==> config.mk <==
export PLATFORM = sky130hd
export DESIGN_NAME = stle_ctrl
export DESIGN_NICKNAME = d
export VERILOG_FILES = /design/src/sv/stle_pkg.sv /design/src/sv/stle_ctrl.sv
export SDC_FILE = /design/constraint.sdc
export NUM_CORES = 1
export LEC_CHECK = 0
export BUFFER_PORTS_ARGS = -buffer_cell sky130_fd_sc_hd__buf_4
export CAP_MARGIN = 20
export CORE_AREA = 2 2 39 41
export CTS_CLUSTER_DIAMETER = 40
export DETAILED_ROUTE_END_ITERATION = 12
export DIE_AREA = 0 0 41 43
export PLACE_DENSITY = 0.3
export SLEW_MARGIN = 20
export SYNTH_ARGS = -nofsm -noshare
export SYNTH_HDL_FRONTEND = slang
export SYNTH_SLANG_ARGS = --single-unit
==> constraint.sdc <==
create_clock -name clk -period 2.2 [get_ports clk]
set_input_delay 0.11 -clock clk [delete_from_list [all_inputs] [get_ports clk]]
set_output_delay 0.11 -clock clk [all_outputs]
set_load 0.005 [all_outputs]
==> src/sv/stle_pkg.sv <==
// Package for the sorted task list engine: payload structs, codes, FSM states.
// No dependencies.
`timescale 1ns / 1ps
package stle_pkg;
  localparam int DefCapacity = 32;
  localparam int IdW = 5;
  localparam int KeyW = 32;

  localparam logic [2:0] MODE_SORT_INS = 3'd0;
  localparam logic [2:0] MODE_CUR_INS  = 3'd1;
  localparam logic [2:0] MODE_REMOVE   = 3'd2;
  localparam logic [2:0] MODE_POP      = 3'd3;
  localparam logic [2:0] MODE_ADVANCE  = 3'd4;
  localparam logic [2:0] MODE_QUERY    = 3'd5;

  localparam logic [2:0] ST_OK     = 3'd0;
  localparam logic [2:0] ST_FULL   = 3'd1;
  localparam logic [2:0] ST_DUP    = 3'd2;
  localparam logic [2:0] ST_ABSENT = 3'd3;
  localparam logic [2:0] ST_EMPTY  = 3'd4;

  typedef struct packed {
    logic [2:0]      mode;
    logic [IdW-1:0]  node_id;
    logic [KeyW-1:0] key;
  } in_item_t;

  typedef struct packed {
    logic [5:0]     entry_total;
    logic [IdW-1:0] result_node;
    logic           node_valid;
    logic           is_member;
    logic [2:0]     status;
  } out_item_t;

  typedef enum logic [1:0] {S_IDLE, S_EXEC, S_OUT} state_t;

  // controller -> datapath
  typedef struct packed {
    logic load;   // capture input transaction
    logic exec;   // apply list update, build result
  } ctl_cmd_t;
endpackage

==> src/sv/stle_ctrl.sv <==
// Controller FSM: load, execute, hold result until taken.
// Depends on stle_pkg.
`timescale 1ns / 1ps
module stle_ctrl (
  input  logic               clk,
  input  logic               rst_n,
  input  logic               in_valid,
  output logic               in_ready,
  output logic               out_valid,
  input  logic               out_ready,
  output stle_pkg::ctl_cmd_t cmd
);
  import stle_pkg::*;
  state_t state_r, state_nxt;

  always_ff @(posedge clk) begin
    if (!rst_n) state_r <= S_IDLE;
    else state_r <= state_nxt;
  end

  always_comb begin
    state_nxt = state_r;
    unique case (state_r)
      S_IDLE: if (in_valid) state_nxt = S_EXEC;
      S_EXEC: state_nxt = S_OUT;
      S_OUT: begin
        if (out_ready) state_nxt = in_valid ? S_EXEC : S_IDLE;
      end
      default: state_nxt = S_IDLE;
    endcase
  end

  always_comb begin
    in_ready  = (state_r == S_IDLE) || (state_r == S_OUT && out_ready);
    out_valid = state_r == S_OUT;
    cmd.load  = in_ready && in_valid;
    cmd.exec  = state_r == S_EXEC;
  end
endmodule

==> results.cfg, run 1 <==
[yosys]
ys_ff_latch = 2
yosys_warnings = 0
avgSynthCellArea_um2 = 10.7
synth.distinct_cells = 9
syn-num-nets = 15
yosysSeqAreaShare_pct = 34.0
synthCells = 11
synth.cell_area_um2 = 118

[power_and_ir_drop]
power.leakage_nw = 0.0883
total_power_uw = 146
vdd_drop_max_mv = 0.204
power_density_nw_per_um2 = 710

[critical_path]
cp_slowest_stage_delay_ns = 0.32
critical_path_class = reg -> out
path_cells = nor2b_4 -> nor3b_1 -> buf_4
rr_startpoint = state_r[1]
setup.worst_path.start_class = flip-flop
path_buf_inv = 1
cp_data_required_time_ns = 2.09
rr_endpoint = state_r[1]
endpoint_kind = output port
cp.arrival_ns = 1.03
crit_path_max_fanout = 4
reg2reg_depth = 2
critical_path.startpoint = state_r[1]
slowest_stage = dfxtp_1
cp_top_family = simple AND/OR/NAND/NOR gates
cp-endpoint = cmd[1]
path_depth = 3
rrSetupSlack_ns = 1.35

[place]
pre_cts_ws_ns = 1.30
place_congestion = 0.550
place_hpwl_um = 216
port_buffers = 7
postPlaceCellArea_um2 = 183

[timing]
period_needed_ns = 1.14
finalSetupViolCount = 0
fin_tns_setup_ns = 0
tightest_slew_ns = 0.207
slew_headroom_pct = 86.2
skew_ns = 0.00144
clock.fmax_mhz = 875
rsz0062_at_grt = false
hold_viol_final = 0
maxSlewViolCount = 0
finalCritPeriodShare_pct = 52.0
worst_slack_ns = 1.06
whs_ns = 0.0983

[route]
drtPass1Iterations = 2
ant_nets = 0
via_per_inst = 2.75
routedWlPerCell_um = 7.86
vias = 99
routed_wl_um = 283
drc_errors = 0
drt_iter0_markers = 2

[clocking]
clkLatencyLatePin_ns = 0.22
clockBufferDepth = 2
ctsResizeCount = 0
clk_pin_slew_ns = 0.03
cts_buffers = 3
cts.sinks = 2
tritoncts = yes
htreeDepth = 1
postCtsHoldBufs = 0
post-cts-setup-buffer-count = 0
clockRootBuffer = clkbuf_4

[floorplan]
ios = 8
rows = 14
start_util_pct = 8.50
die_y_um = 43
core-area_um2 = 1380
die_area_um2 = 1760
die_x_um = 41

[cells_and_area]
mostFrequentLayoutCells = buf_4 (7), clkbuf_4 (3), nor3b_1 (2), dfxtp_1 (2)
mostFrequentLayoutCell = buf_4
nets = 26
regMostFlops = state_r
num-fill-cells = 153
area_growth_pct = 74.5
largestRegisters = state_r: 2 flops
drive_above_1_share_pct = 60.0
largest_register_ffs = 2
antennaDiodeCount = 0
final_area_um2 = 205

[grt]
grt_max_degree = 7
grt.overflow.total = 0
groute.usage.overall_pct = 4.51
grt_first_pass_wirelength_um = 427
grt_antenna_before_repair = 0
grt_pass1_vias = 109

[worst_hold_path]
hold_start = rst_n
hold_class = in -> reg

[flow_run]
cap_violations = 0

[outcome]
status = finished, final reports clean
## per-layer routing
metal | GRT usage [%] | wire length, um | share of wire, % | vias to the layer above
li1 | - | - | - | 57
met1 | 5.11 | 147 | 52 | 34
met2 | 3.13 | 86 | 30 | 8
met3 | 3.66 | 49 | 17 | 0
met4 | 8.00 | 0 | 0 | 0
met5 | 0 | 0 | 0 | -
## final cells by class
| class | instances | area, um2 | area share, % |
|---|---|---|---|
| multi-input combinational | 8 | 70.1 | 34.1 |
| timing repair buffer | 7 | 52.6 | 25.6 |
| sequential | 2 | 40.0 | 19.5 |
| tap | 16 | 20.0 | 9.76 |
| clock buffer | 3 | 22.5 | 11.0 |
## power by group
| part | switching (mW) | internal [mW] |
|---|---|---|
| registers | 0.00254 | 0.0387 |
| logic | 0.00731 | 0.0152 |
| clock network | 0.0216 | 0.0603 |
| total | 0.0314 | 0.114 |
## cell families (layout without fill, tap and decap cells)
logic type,count (synthesis),count (layout),share of synthesized area (%)
AND/OR/NAND/NOR,7,7,53.2
flip-flops,2,2,34.0
AO/OA/AOI/OAI,1,1,6.39
buffers and inverters,1,10,6.39
## synthesized netlist by cell type
cell type,count,area share [%]
buf_4,1,6.4
o21a_1,1,6.4
nor2_1,1,3.2
nor2b_4,1,12
nor3b_1,2,13
dfxtp_1,2,34
nor2b_1,1,5.3
nor4bb_2,1,14
and2b_1,1,6.4
## per-stage QoR
stage | instances | util [%]
after CTS | 36 | 14.8
after detailed placement | 33 | 13.2
after floorplan | 11 | -
final | 36 | 14.8
after global routing | 36 | 14.8
after global placement | 33 | 13.2
## worst min-delay path by stage
stage / to / slack [ns] / cells past startpoint
global route: state_r[1] / 0.09 / 2
CTS: state_r[1] / 0.09 / 2
floorplan: state_r[1] / 0.23 / 1
finish: state_r[1] / 0.1 / 2
global placement: state_r[1] / 0.33 / 2
detailed placement: state_r[1] / 0.33 / 2
Note: power is estimated with default switching activity, not from simulation.
==> inputs of run 2 (changes only) <==
--- a/config.mk
+++ b/config.mk
@@ -5,6 +5,7 @@
 export SDC_FILE = /design/constraint.sdc
 export NUM_CORES = 1
 export LEC_CHECK = 0
+export ABC_AREA = 1
 export BUFFER_PORTS_ARGS = -buffer_cell sky130_fd_sc_hd__buf_4
 export CAP_MARGIN = 20
 export CORE_AREA = 2 2 39 41
==> constraint.sdc (replaced) <==
create_clock -name clk -period 1.1 [get_ports clk]
set_input_delay 0.055 -clock clk [delete_from_list [all_inputs] [get_ports clk]]
set_output_delay 0.055 -clock clk [all_outputs]
set_load 0.005 [all_outputs]
==> run 2 against run 1 <==
Net effect: critical path depth is 1 higher; routed wire length decreased by 5.3%; highest routed layer unchanged; register-to-register slack worse by 0.94 ns; largest cell class is now buffers; setup slack worse by 0.95 ns.
==> results.cfg, run 2 <==
[yosys]
synth-async-reset-ratio_pct = 0
ys_ff_latch = 2
yosys_warnings = 0
synth.cell_area_um2 = 119
synth_edf_count = 0
synth_top_cell_by_area = dfxtp_1
synth.most_common_cell = inv_1
syn-num-nets = 24
synthCells = 20
avgSynthCellArea_um2 = 5.94
synth_area_leaders = dfxtp_1 (34%), inv_1 (22%), nand2_1 (13%)
synth.distinct_cells = 7
synth_ff_type = dfxtp_1
yosysSeqAreaShare_pct = 33.7
synth_common_cells = inv_1 (7), nand2_1 (4), nor2_1 (4), dfxtp_1 (2)
yosysTopAreaCellShare_pct = 33.7

[route]
routed_wl_um = 268
routedWlPerCell_um = 5.96
via_per_inst = 2.80
drt_iter0_markers = 1
drtPass1Iterations = 2
ant_nets = 0
vias = 126
drc_errors = 0

[grt]
groute.usage.overall_pct = 4.21
grt_antenna_before_repair = 0
grt_max_degree = 5
grt_pass1_vias = 131
grt_first_pass_wirelength_um = 393
grt.overflow.total = 0

[floorplan]
die_x_um = 41
die_y_um = 43
ios = 8
start_util_pct = 8.59
rows = 14
die_area_um2 = 1760
core-area_um2 = 1380

[timing]
finalCritPeriodShare_pct = 90.1
period_needed_ns = 0.991
rsz0062_at_grt = false
worst_slack_ns = 0.109
fin_tns_setup_ns = 0
skew_ns = 0.0000863
slew_headroom_pct = 90.7
tightest_slew_ns = 0.139
hold_viol_final = 0
finalSetupViolCount = 0
clock.fmax_mhz = 1010
maxSlewViolCount = 0

[clocking]
clk_pin_slew_ns = 0.03
clockBufferDepth = 2
cts.sinks = 2
post-cts-setup-buffer-count = 0
htreeDepth = 1
ctsResizeCount = 0
tritoncts = yes
clkLatencyLatePin_ns = 0.22
clockRootBuffer = clkbuf_4
cts_buffers = 3
postCtsHoldBufs = 0

[flow_run]
cap_violations = 0

[cells_and_area]
mostFrequentLayoutCells = inv_1 (7), buf_4 (7), nor2_1 (4), nand2_1 (4), clkbuf_4 (3)
regMostFlops = state_r
largest_register_ffs = 2
area_growth_pct = 73.7
nets = 35
final_util_pct = 14.9
drive_above_1_share_pct = 41.4
antennaDiodeCount = 0
largestRegisters = state_r: 2 flops

[critical_path]
crit_path_max_fanout = 4
cp_data_required_time_ns = 1.04
cp.arrival_ns = 0.94
critical_path_class = reg -> out
endpoint_kind = output port
setup.worst_path.start_class = flip-flop

[place]
port_buffers = 7
place_hpwl_um = 215
place_congestion = 0.636
pre_cts_ws_ns = 0.332

[power_and_ir_drop]
total_power_uw = 287
power_density_nw_per_um2 = 1390
power.leakage_nw = 0.120
vdd_drop_max_mv = 0.284

[outcome]
status = finished, final reports clean

[worst_hold_path]
hold_class = in -> reg
[run 2: report_power, final]
group          internal, mW  switching (mW)
combinational        0.0257          0.0182
clock                 0.120          0.0417
sequential           0.0776         0.00401
[run 2: cell type report]
class / instances / area (um2)
Fill cell: 172 / 1180
Timing Repair Buffer: 7 / 52.6
Sequential cell: 2 / 40.0
Multi-Input combinational cell: 10 / 45.0
Tap cell: 16 / 20.0
Inverter: 7 / 26.3
Clock buffer: 3 / 22.5
[run 2: kinds of logic after synthesis]
family          share of synthesized area (%)
compound gates                           7.37
flops                                    33.7
buf+inv                                  28.4
simple gates                             30.5
[run 2: worst max-delay path, cell delays in order, from the launching register on]
cell	delay, ns
dfxtp_1	0.37
nand2_2	0.09
nand2_1	0.09
inv_1	0.04
buf_4	0.12
[run 2: path summary, 6_finish.rpt]
kind	startpoint	end	slack [ns]	depth (start not counted)
max reg2reg	state_r[1]	state_r[0]	0.41	3
min reg2reg	state_r[1]	state_r[1]	0.52	2
min	rst_n	state_r[0]	0.06	3
max	state_r[1]	cmd[1]	0.11	4
[run 2: through the flow]
stage | hold slack [ns] | area (um2) | cells
3_5_place_dp | 0.295 | 184 | 42
3_3_place_gp | 0.291 | 184 | 42
6_report | 0.0616 | 206 | 45
2_1_floorplan | 0.167 | 119 | 20
5_1_grt | 0.0742 | 206 | 45
4_1_cts | 0.0577 | 206 | 45
[run 2: routing by layer]
layer | global-route usage (%) | routed length (um) | vias up
met2 | 4.06 | 140 | 5
met4 | 8.00 | 0 | 0
met5 | 0 | 0 | -
met1 | 3.53 | 89 | 50
met3 | 3.14 | 37 | 0
li1 | - | - | 71
